[config.mk]
export PLATFORM = sky130hd
export DESIGN_NAME = ipv6_address_to_text
export DESIGN_NICKNAME = d
export VERILOG_FILES = /design/src/rtl/core/ipv6txt_pkg.sv /design/src/rtl/core/ipv6txt_front.sv /design/src/rtl/core/ipv6txt_queue.sv /design/src/rtl/core/ipv6txt_back.sv /design/src/rtl/core/ipv6_address_to_text.sv
export VERILOG_INCLUDE_DIRS = /design/src /design/src/rtl/core
export SDC_FILE = /design/constraint.sdc
export NUM_CORES = 1
export LEC_CHECK = 0
export BUFFER_PORTS_ARGS = -buffer_cell sky130_fd_sc_hd__buf_2
export CAP_MARGIN = 40
export CORE_ASPECT_RATIO = 0.9
export CORE_MARGIN = 4
export CORE_UTILIZATION = 51
export DETAILED_ROUTE_END_ITERATION = 12
export GPL_ROUTABILITY_DRIVEN = 0
export PLACE_DENSITY = 0.69
export SLEW_MARGIN = 40
export SYNTH_ARGS = -nofsm -noshare
export SYNTH_HDL_FRONTEND = slang
export SYNTH_HIERARCHICAL = 1
export SYNTH_SLANG_ARGS = --single-unit
[constraint.sdc]
create_clock -name clk -period 14.6 [get_ports clk]
set_clock_uncertainty 0.2 [all_clocks]
set_input_delay 1.46 -clock clk [delete_from_list [all_inputs] [get_ports clk]]
set_output_delay 1.46 -clock clk [all_outputs]
set_load 0.02 [all_outputs]
[src/rtl/core/ipv6_address_to_text_macros.svh]
// Assertion macros shared by the IPv6 address text formatter.
`ifndef IPV6_ADDRESS_TO_TEXT_MACROS_SVH
`define IPV6_ADDRESS_TO_TEXT_MACROS_SVH
`ifndef SYNTHESIS
// Same-cycle implication, disabled while reset is high.
`define ASSERT_IMPLIES(label, clk, rst, ante, cons, msg) \
  label: assert property (@(posedge clk) disable iff (rst) (ante) |-> (cons)) else $error(msg);
// Next-cycle implication, disabled while reset is high.
`define ASSERT_NEXT(label, clk, rst, ante, cons, msg) \
  label: assert property (@(posedge clk) disable iff (rst) (ante) |=> (cons)) else $error(msg);
`else
`define ASSERT_IMPLIES(label, clk, rst, ante, cons, msg)
`define ASSERT_NEXT(label, clk, rst, ante, cons, msg)
`endif
`endif

[src/rtl/core/ipv6txt_pkg.sv]
// Package with constants, types and helper functions for the IPv6 address text formatter.
`timescale 1ns / 1ps
package ipv6txt_pkg;

  localparam int ADDRESS_BYTES = 16;
  localparam int GROUPS        = ADDRESS_BYTES / 2;
  localparam int GROUP_W       = $clog2(GROUPS);
  localparam int RUN_W         = GROUP_W + 1;
  localparam int QDEPTH        = 2;
  localparam int QPTR_W        = $clog2(QDEPTH);
  localparam int QCNT_W        = $clog2(QDEPTH + 1);

  // ASCII codes used in the text.
  localparam logic [6:0] CHAR_COLON = 7'h3a;
  localparam logic [6:0] CHAR_ZERO  = 7'h30;
  localparam logic [6:0] CHAR_ALPHA = 7'h57;

  // Run boundary that no group index reaches, marking "no zero run".
  localparam logic [RUN_W-1:0] NO_RUN = RUN_W'(GROUPS);

  // One classified address as it travels through the queue.
  typedef struct packed {
    logic [63:0]      addr_high;
    logic [63:0]      addr_low;
    logic [RUN_W-1:0] run_start;
    logic [RUN_W-1:0] run_end;
  } item_t;

  typedef struct packed {
    logic empty;
    logic full;
  } q_status_t;

  // Picks 16-bit group g, group 0 being the top of the high half.
  function automatic logic [15:0] group_sel(input logic [63:0] hi, input logic [63:0] lo,
                                            input logic [GROUP_W-1:0] g);
    logic [127:0]       w;
    logic [GROUP_W-1:0] r;
    w = {hi, lo};
    r = GROUP_W'(GROUPS - 1) - g;
    return w[{r, 4'b0000} +: 16];
  endfunction

  // Index of the first non-zero nibble, or the bottom nibble for a zero group.
  function automatic logic [1:0] lead_nibble(input logic [15:0] v);
    logic [1:0] r;
    if (v[15:12] != 4'h0) begin
      r = 2'd3;
    end else if (v[11:8] != 4'h0) begin
      r = 2'd2;
    end else if (v[7:4] != 4'h0) begin
      r = 2'd1;
    end else begin
      r = 2'd0;
    end
    return r;
  endfunction

  // Lowercase hexadecimal digit.
  function automatic logic [6:0] hex_char(input logic [3:0] n);
    logic [6:0] r;
    if (n < 4'd10) begin
      r = CHAR_ZERO + {3'b000, n};
    end else begin
      r = CHAR_ALPHA + {3'b000, n};
    end
    return r;
  endfunction

endpackage

[src/rtl/core/ipv6txt_front.sv]
// Front end: accepts an address and finds the zero run to be elided.
`timescale 1ns / 1ps
module ipv6txt_front (
  input  logic                  push,
  output logic                  full,
  input  logic [63:0]           addr_high,
  input  logic [63:0]           addr_low,
  input  ipv6txt_pkg::q_status_t q_stat,
  output logic                  q_wr,
  output ipv6txt_pkg::item_t    q_item
);
  import ipv6txt_pkg::*;

  logic [RUN_W-1:0] cur_len;
  logic [RUN_W-1:0] best_len;
  logic [RUN_W-1:0] best_start;

  // Scan the eight groups for the first longest run of zero groups.
  always_comb begin
    cur_len    = '0;
    best_len   = '0;
    best_start = NO_RUN;
    for (int i = 0; i < GROUPS; i++) begin
      if (group_sel(addr_high, addr_low, GROUP_W'(i)) == 16'h0000) begin
        cur_len = cur_len + 1'b1;
        if (cur_len > best_len) begin
          best_len   = cur_len;
          best_start = RUN_W'(i) + 1'b1 - cur_len;
        end
      end else begin
        cur_len = '0;
      end
    end
  end

  // A single zero group is never elided.
  always_comb begin
    q_item.addr_high = addr_high;
    q_item.addr_low  = addr_low;
    if (best_len < RUN_W'(2)) begin
      q_item.run_start = NO_RUN;
      q_item.run_end   = NO_RUN;
    end else begin
      q_item.run_start = best_start;
      q_item.run_end   = best_start + best_len;
    end
  end

  assign full = q_stat.full;
  assign q_wr = push && !q_stat.full;

endmodule

[src/rtl/core/ipv6txt_queue.sv]
// Two-entry queue of classified words between the front and back ends.
`timescale 1ns / 1ps
module ipv6txt_queue (
  input  logic                   clk,
  input  logic                   rst,
  input  logic                   wr,
  input  ipv6txt_pkg::item_t     wr_item,
  input  logic                   rd,
  output ipv6txt_pkg::item_t     head,
  output ipv6txt_pkg::q_status_t stat
);
  import ipv6txt_pkg::*;

  item_t             entries [QDEPTH];
  logic [QPTR_W-1:0] wptr;
  logic [QPTR_W-1:0] rptr;
  logic [QCNT_W-1:0] count;

  // Pointers and fill count.
  always_ff @(posedge clk) begin
    if (rst) begin
      wptr  <= '0;
      rptr  <= '0;
      count <= '0;
    end else begin
      if (wr) begin
        wptr <= wptr + 1'b1;
      end
      if (rd) begin
        rptr <= rptr + 1'b1;
      end
      count <= count + QCNT_W'(wr) - QCNT_W'(rd);
    end
  end

  // Entry storage.
  always_ff @(posedge clk) begin
    if (wr) begin
      entries[wptr] <= wr_item;
    end
  end

  assign head       = entries[rptr];
  assign stat.empty = (count == '0);
  assign stat.full  = (count == QCNT_W'(QDEPTH));

endmodule

[src/rtl/core/ipv6txt_back.sv]
// Back end: sequencer that prints one character of the address text per cycle unless a held output word stalls it.
`timescale 1ns / 1ps
module ipv6txt_back (
  input  logic                   clk,
  input  logic                   rst,
  input  ipv6txt_pkg::q_status_t q_stat,
  input  ipv6txt_pkg::item_t     head,
  output logic                   q_rd,
  input  logic                   pop,
  output logic                   empty,
  output logic [6:0]             text_char,
  output logic                   last_char
);
  import ipv6txt_pkg::*;

  typedef enum logic [4:0] {
    S_IDLE   = 5'b00001,
    S_COLON1 = 5'b00010,
    S_COLON2 = 5'b00100,
    S_SEP    = 5'b01000,
    S_DIGIT  = 5'b10000
  } state_t;

  typedef struct packed {
    state_t     state;
    logic [1:0] k;
  } enter_t;

  state_t             state;
  state_t             state_next;
  item_t              cur;
  logic [GROUP_W-1:0] g;
  logic [GROUP_W-1:0] g_next;
  logic [1:0]         k;
  logic [1:0]         k_next;
  logic               out_valid;
  logic               pop_ok;
  logic               advance;
  logic               emit;
  logic [6:0]         emit_char;
  logic               emit_last;
  logic [15:0]        gv;
  logic [3:0]         nib;
  enter_t             e_head;
  enter_t             e_next;

  // Decides how a group opens: elided run, separator, or straight into digits.
  function automatic enter_t enter_group(input item_t it, input logic [GROUP_W-1:0] gi);
    enter_t r;
    r.k = lead_nibble(group_sel(it.addr_high, it.addr_low, gi));
    if ({1'b0, gi} == it.run_start) begin
      r.state = S_COLON1;
    end else if (gi != '0 && {1'b0, gi} != it.run_end) begin
      r.state = S_SEP;
    end else begin
      r.state = S_DIGIT;
    end
    return r;
  endfunction

  assign pop_ok  = pop && out_valid;
  assign advance = !out_valid || pop_ok;
  assign q_rd    = (state == S_IDLE) && !q_stat.empty;
  assign gv      = group_sel(cur.addr_high, cur.addr_low, g);
  assign nib     = gv[{k, 2'b00} +: 4];
  assign e_head  = enter_group(head, '0);
  assign e_next  = enter_group(cur, g + 1'b1);

  // Next state and the character produced this cycle.
  always_comb begin
    state_next = state;
    g_next     = g;
    k_next     = k;
    emit       = 1'b0;
    emit_char  = CHAR_COLON;
    emit_last  = 1'b0;
    case (state)
      S_IDLE: begin
        if (!q_stat.empty) begin
          state_next = e_head.state;
          k_next     = e_head.k;
          g_next     = '0;
        end
      end
      S_COLON1: begin
        if (advance) begin
          emit       = 1'b1;
          state_next = S_COLON2;
        end
      end
      S_COLON2: begin
        if (advance) begin
          emit      = 1'b1;
          emit_last = (cur.run_end == NO_RUN);
          if (cur.run_end == NO_RUN) begin
            state_next = S_IDLE;
          end else begin
            g_next     = cur.run_end[GROUP_W-1:0];
            k_next     = lead_nibble(group_sel(cur.addr_high, cur.addr_low,
                                               cur.run_end[GROUP_W-1:0]));
            state_next = S_DIGIT;
          end
        end
      end
      S_SEP: begin
        if (advance) begin
          emit       = 1'b1;
          k_next     = lead_nibble(gv);
          state_next = S_DIGIT;
        end
      end
      S_DIGIT: begin
        if (advance) begin
          emit      = 1'b1;
          emit_char = hex_char(nib);
          if (k == 2'd0) begin
            if (g == GROUP_W'(GROUPS - 1)) begin
              emit_last  = 1'b1;
              state_next = S_IDLE;
            end else begin
              g_next     = g + 1'b1;
              k_next     = e_next.k;
              state_next = e_next.state;
            end
          end else begin
            k_next = k - 1'b1;
          end
        end
      end
      default: begin
        state_next = S_IDLE;
      end
    endcase
  end

  // Control state and output word valid flag.
  always_ff @(posedge clk) begin
    if (rst) begin
      state     <= S_IDLE;
      out_valid <= 1'b0;
    end else begin
      state <= state_next;
      if (emit) begin
        out_valid <= 1'b1;
      end else if (pop_ok) begin
        out_valid <= 1'b0;
      end
    end
  end

  // Held address, group and nibble position, and the output word.
  always_ff @(posedge clk) begin
    g <= g_next;
    k <= k_next;
    if (q_rd) begin
      cur <= head;
    end
    if (emit) begin
      text_char <= emit_char;
      last_char <= emit_last;
    end
  end

  assign empty = !out_valid;

endmodule

[src/rtl/core/ipv6_address_to_text.sv]
// Top level of the IPv6 address to canonical text formatter.
//
//   channel  direction  handshake    payload
//   address  in         push / full  addr_high[63:0], addr_low[63:0]
//   text     out        pop / empty  text_char[6:0], last_char
//
// An address is classified in the cycle it is accepted and waits in a two-word queue.
// The sequencer takes it from the queue in its idle state, then prints one character
// per cycle while the output keeps up: 2 to 39 characters per address.
// The queue keeps accepting, until it is full, while the sequencer or the output is stalled.
// A held output word stops the sequencer until it is popped.
// Synchronous reset empties the queue and the output and idles the sequencer.
`timescale 1ns / 1ps
`include "ipv6_address_to_text_macros.svh"
module ipv6_address_to_text (
  input  logic        clk,
  input  logic        rst,
  input  logic        push,
  output logic        full,
  input  logic [63:0] addr_high,
  input  logic [63:0] addr_low,
  output logic        empty,
  input  logic        pop,
  output logic [6:0]  text_char,
  output logic        last_char
);
  import ipv6txt_pkg::*;

  q_status_t q_stat;
  item_t     q_item;
  item_t     q_head;
  logic      q_wr;
  logic      q_rd;

  ipv6txt_front u_front (
    .push      (push),
    .full      (full),
    .addr_high (addr_high),
    .addr_low  (addr_low),
    .q_stat    (q_stat),
    .q_wr      (q_wr),
    .q_item    (q_item)
  );

  ipv6txt_queue u_queue (
    .clk     (clk),
    .rst     (rst),
    .wr      (q_wr),
    .wr_item (q_item),
    .rd      (q_rd),
    .head    (q_head),
    .stat    (q_stat)
  );

  ipv6txt_back u_back (
    .clk       (clk),
    .rst       (rst),
    .q_stat    (q_stat),
    .head      (q_head),
    .q_rd      (q_rd),
    .pop       (pop),
    .empty     (empty),
    .text_char (text_char),
    .last_char (last_char)
  );

  // Consistency between the front end, the queue and the sequencer.
  `ASSERT_IMPLIES(a_wr_not_full, clk, rst, q_wr, !q_stat.full, "queue written while full")
  `ASSERT_IMPLIES(a_rd_not_empty, clk, rst, q_rd, !q_stat.empty, "queue read while empty")
  `ASSERT_NEXT(a_wr_fills, clk, rst, q_wr, !q_stat.empty, "queue empty after a write")
  `ASSERT_IMPLIES(a_reset_empty, clk, rst, $past(rst), empty, "output not empty after reset")

endmodule

==> parameters.txt <==
Parameter                              Value

CTS
  Clk Latency, worst-skew pair ... 0.59 ns
  Clock slew at the register clock pins of the worst setup and hold paths ... 0.06 ns
  Number of gates given a new drive strength after cts ... 0
  Clock tree root driver cell ... sky130_fd_sc_hd__clkbuf_16
  Clock tree from TritonCTS ... yes
  Total clock buffers created by CTS ... 45
  Deepest clock path buffer count ... 3
  Post-cts hold buffer count ... 0
  Number of buffers inserted by post-CTS setup repair ... 0
  Deepest level of the CTS H-tree ... 2
  Sinks on Clock Net ... 432

Place
  Buffers added on ports ... 141
  HPWL Detailed ... 31000 um
  Placed standard-cell area ... 0.0205 mm2

Worst setup path
  CP arrival ... 12.81 ns
  Required @ worst endpoint ... 14.73 ns
  Endpoint of the worst register-to-register path ... u_back/g[2]
  Bufs and invs on worst path ... 10
  Reg-to-Reg Start ... u_back/state[2]
  CP Depth ... 53
  Slowest cell delay on critical path ... 0.50 ns
  WS Path Type ... input pin to register
  Cell mode on critical path ... sky130_fd_sc_hd__ha_1
  Cell family with the largest share of critical-path delay ... compound AO/OA/AOI/OAI gates
  Max Fanout on Critical Path ... 12
  Worst reg2reg path depth ... 6
  Setup crit end kind ... register
  Cell with the largest stage delay on the worst path ... sky130_fd_sc_hd__o211ai_2
  Startpoint type of the worst setup path ... input pin
  Setup slack on the worst flop-to-flop path ... 11.46 ns
  Critical Path Start ... addr_high[58]

Floorplanning
  Standard cell core area ... 0.0388 mm2
  Number of cell rows ... 68
  Initial Utilization ... 52.2%
  Die footprint ... 0.0430 mm2
  Die span in y ... 197 um
  Number of primary I/O pins ... 142
  Die W ... 218 um

GRT
  Pin count of the biggest net entering global routing ... 76
  Global-route total usage across every layer ... 20.0%
  Antenna violations before repair ... 0
  Remaining Overflow, GRT ... 0
  Number of global-route vias before repair ... 10800
  Global-route wire length before repair ... 65000 um

Synth
  Proportion of synthesized flip-flops having asynchronous set or reset ... 0%
  Post-Synthesis Net Count ... 1447
  Average instance area after synthesis ... 15.9 um2
  Flip-flop and latch count after synthesis ... 432
  Post-Syn Area ... 0.0202 mm2
  Number of library cell types mapped by synthesis ... 83
  Sequential area share after synthesis ... 63.5%
  Synth Flop Type ... sky130_fd_sc_hd__edfxtp_1
  Number of warning messages in the yosys log ... 6
  Synth Instances ... 1276
  Number of flops mapped to enable cells by yosys ... 421

Detailed routing
  Final wirelength ... 43600 um
  Number of violations reported at the end of detailed-routing iteration 0 ... 1030
  DR vias ... 10800
  DR pass1 iterations ... 5
  Detail-routed net length per standard cell ... 23.5 um
  Post-DRT Antenna Nets ... 0
  DRC viols ... 0
  Routed vias/inst ... 5.84

Power
  Switching share of power ... 29.9%
  Pwr dens ... 181 mW/mm2
  Maximum resistive drop on vdd ... 0.163 mV
  Power after layout ... 3.97 mW
  Clock share of power ... 26.4%
  Internal Pwr Total ... 2.78 mW
  Combinational cell fraction of total power ... 25.4%
  Switching power ... 1.19 mW
  Power share of the sequential group ... 48.2%
  LEAKAGE ... 7.65 nW

Finish
  Highest-count cells in the layout ignoring fill and taps ... sky130_fd_sc_hd__edfxtp_1 (421), sky130_fd_sc_hd__buf_2 (141), sky130_fd_sc_hd__mux2_2 (104)
  Ratio of cells with drive above 1 in the final layout ... 32.4%
  Number of diodes added for antenna fixing ... 0
  Most frequent standard cell in the layout excluding fill and tap cells ... sky130_fd_sc_hd__edfxtp_1
  Area growth from synthesis to final layout ... 8.08%
  # nets final ... 1475
  Fillcell total ... 3007
  Final standard cell area without fillers ... 0.0219 mm2

Worst hold path
  Hold Path Cell Cnt ... 2
  Worst Hold Class ... register to register
  Worst hold start ... u_queue/rptr

STA
  Count of final max-slew check failures ... 0
  Worst Max-Slew Pin Slew ... 0.822 ns
  Worst-case headroom to the max-slew limit ... 44.7%
  Final hold violation count ... 0
  Max Freq ... 78.9 MHz
  Setup total negative slack ... 0 ns
  Setup repair after global routing missed its margin ... false
  Final cycle utilization of the critical path ... 86.8%
  Minimum clock period ... 12.68 ns
  Final setup fails ... 0

Run status
  Result of the run ... finished clean

Job
  Number of maximum-capacitance constraint violations ... 0
state kept, by name, summed over array words and instances (netlist names), named ones only:
name	flops
u_back/last_char	1
u_back/state	5
u_queue/rptr	1
u_back/text_char	7
u_queue/wptr	1
u_queue/count	2
u_back/out_valid	1
u_queue/entries	272
u_back/g	3
u_back/cur	136
u_back/k	2
power groups by stage:
stage / clock, mW / combinational, mW / sequential, mW
after global placement: 0 / 0.992 / 1.93
after detailed placement: 0 / 1.01 / 1.93
after CTS: 1.07 / 1.01 / 1.91
final: 1.05 / 1.01 / 1.91
after global routing: 1.13 / 1.08 / 1.93
after floorplan: 0 / 0.789 / 1.90
per-stage QoR:
| step | hold slack, ns | worst slack, ns | instances | util (%) |
|---|---|---|---|---|
| 6_report | 0.309 | 1.92 | 1858 | 56.4 |
| 5_1_grt | 0.351 | 1.16 | 1858 | 56.4 |
| 4_1_cts | 0.312 | 2.08 | 1857 | 56.3 |
| 3_5_place_dp | 0.300 | 1.45 | 1781 | 52.9 |
| 3_3_place_gp | 0.287 | 1.81 | 1781 | 52.8 |
| 2_1_floorplan | 0.263 | 2.66 | 1276 | - |
final cells by class:
type	instances	area [um2]	area share, %
Clock inverter	22	171	0.783
Tap cell	525	657	3.00
Timing Repair Buffer	154	842	3.85
Sequential cell	432	12900	58.8
Clock buffer	54	1160	5.30
Multi-Input combinational cell	636	6060	27.7
Inverter	35	131	0.600
Yosys cell counts, types with 4 or more instances:
master / number / area [um2]
sky130_fd_sc_hd__nand3_1: 12 / 60.1
sky130_fd_sc_hd__and4_1: 4 / 35.0
sky130_fd_sc_hd__nand2b_1: 9 / 56.3
sky130_fd_sc_hd__o21ai_1: 8 / 40.0
sky130_fd_sc_hd__xnor2_1: 9 / 78.8
sky130_fd_sc_hd__buf_2: 21 / 105
sky130_fd_sc_hd__mux2_4: 42 / 631
sky130_fd_sc_hd__and2_1: 8 / 50.1
sky130_fd_sc_hd__dfxtp_1: 11 / 220
sky130_fd_sc_hd__a31oi_1: 5 / 31.3
sky130_fd_sc_hd__nand4_1: 11 / 68.8
sky130_fd_sc_hd__mux2_2: 104 / 1170
sky130_fd_sc_hd__edfxtp_1: 421 / 12600
sky130_fd_sc_hd__o21ai_0: 17 / 85.1
sky130_fd_sc_hd__nor4_1: 62 / 388
sky130_fd_sc_hd__a22oi_1: 5 / 37.5
sky130_fd_sc_hd__and3_1: 6 / 37.5
sky130_fd_sc_hd__a211o_1: 4 / 35.0
sky130_fd_sc_hd__a21oi_1: 17 / 85.1
sky130_fd_sc_hd__mux4_2: 45 / 1010
sky130_fd_sc_hd__mux2i_1: 28 / 280
sky130_fd_sc_hd__a211oi_1: 6 / 45.0
sky130_fd_sc_hd__ha_1: 38 / 475
sky130_fd_sc_hd__or3_1: 5 / 31.3
sky130_fd_sc_hd__nor3_1: 4 / 20.0
sky130_fd_sc_hd__a41oi_1: 4 / 35.0
sky130_fd_sc_hd__xor2_1: 8 / 70.1
sky130_fd_sc_hd__nor2b_1: 15 / 93.8
sky130_fd_sc_hd__nand2_1: 36 / 135
sky130_fd_sc_hd__or2_2: 4 / 25.0
sky130_fd_sc_hd__buf_4: 131 / 983
sky130_fd_sc_hd__o211ai_1: 8 / 60.1
sky130_fd_sc_hd__o22ai_1: 4 / 25.0
sky130_fd_sc_hd__buf_6: 8 / 90.1
sky130_fd_sc_hd__nor2_1: 41 / 154
sky130_fd_sc_hd__clkbuf_1: 12 / 45.0
sky130_fd_sc_hd__inv_1: 34 / 128
sky130_fd_sc_hd__a21o_1: 7 / 52.6
per-layer routing:
| layer | track usage [%] | part of all wire, % |
|---|---|---|
| met1 | 27.7 | 42 |
| met5 | 0 | 0 |
| met3 | 3.63 | 6.3 |
| met4 | 6.93 | 3.2 |
| met2 | 32.3 | 48 |
kinds of logic after synthesis:
family | share of synthesized area, %
AND/OR/NAND/NOR | 6.69
buffers and inverters | 6.71
XOR/XNOR | 0.847
AO/OA/AOI/OAI | 4.35
adder cells (fa/ha/maj) | 2.50
other | 0.0185
flip-flops | 63.5
multiplexers | 15.4
worst max-delay path by stage:
stage,end,slack [ns]
floorplan,u_queue/entries[0][3],2.66
global placement,u_queue/entries[0][3],1.81
detailed placement,u_queue/entries[1][3],1.45
CTS,u_queue/entries[0][3],2.08
global route,u_queue/entries[0][3],1.16
finish,u_queue/entries[0][3],1.92
worst register-to-register path, delay by kind of cell, from the launching register on:
kind | cells | cell delay (ns)
simple gates | 3 | 1.02
compound gates | 2 | 0.72
buf+inv | 1 | 0.49
flops | 1 | 0.35
Note: power is estimated with default switching activity, not from simulation.
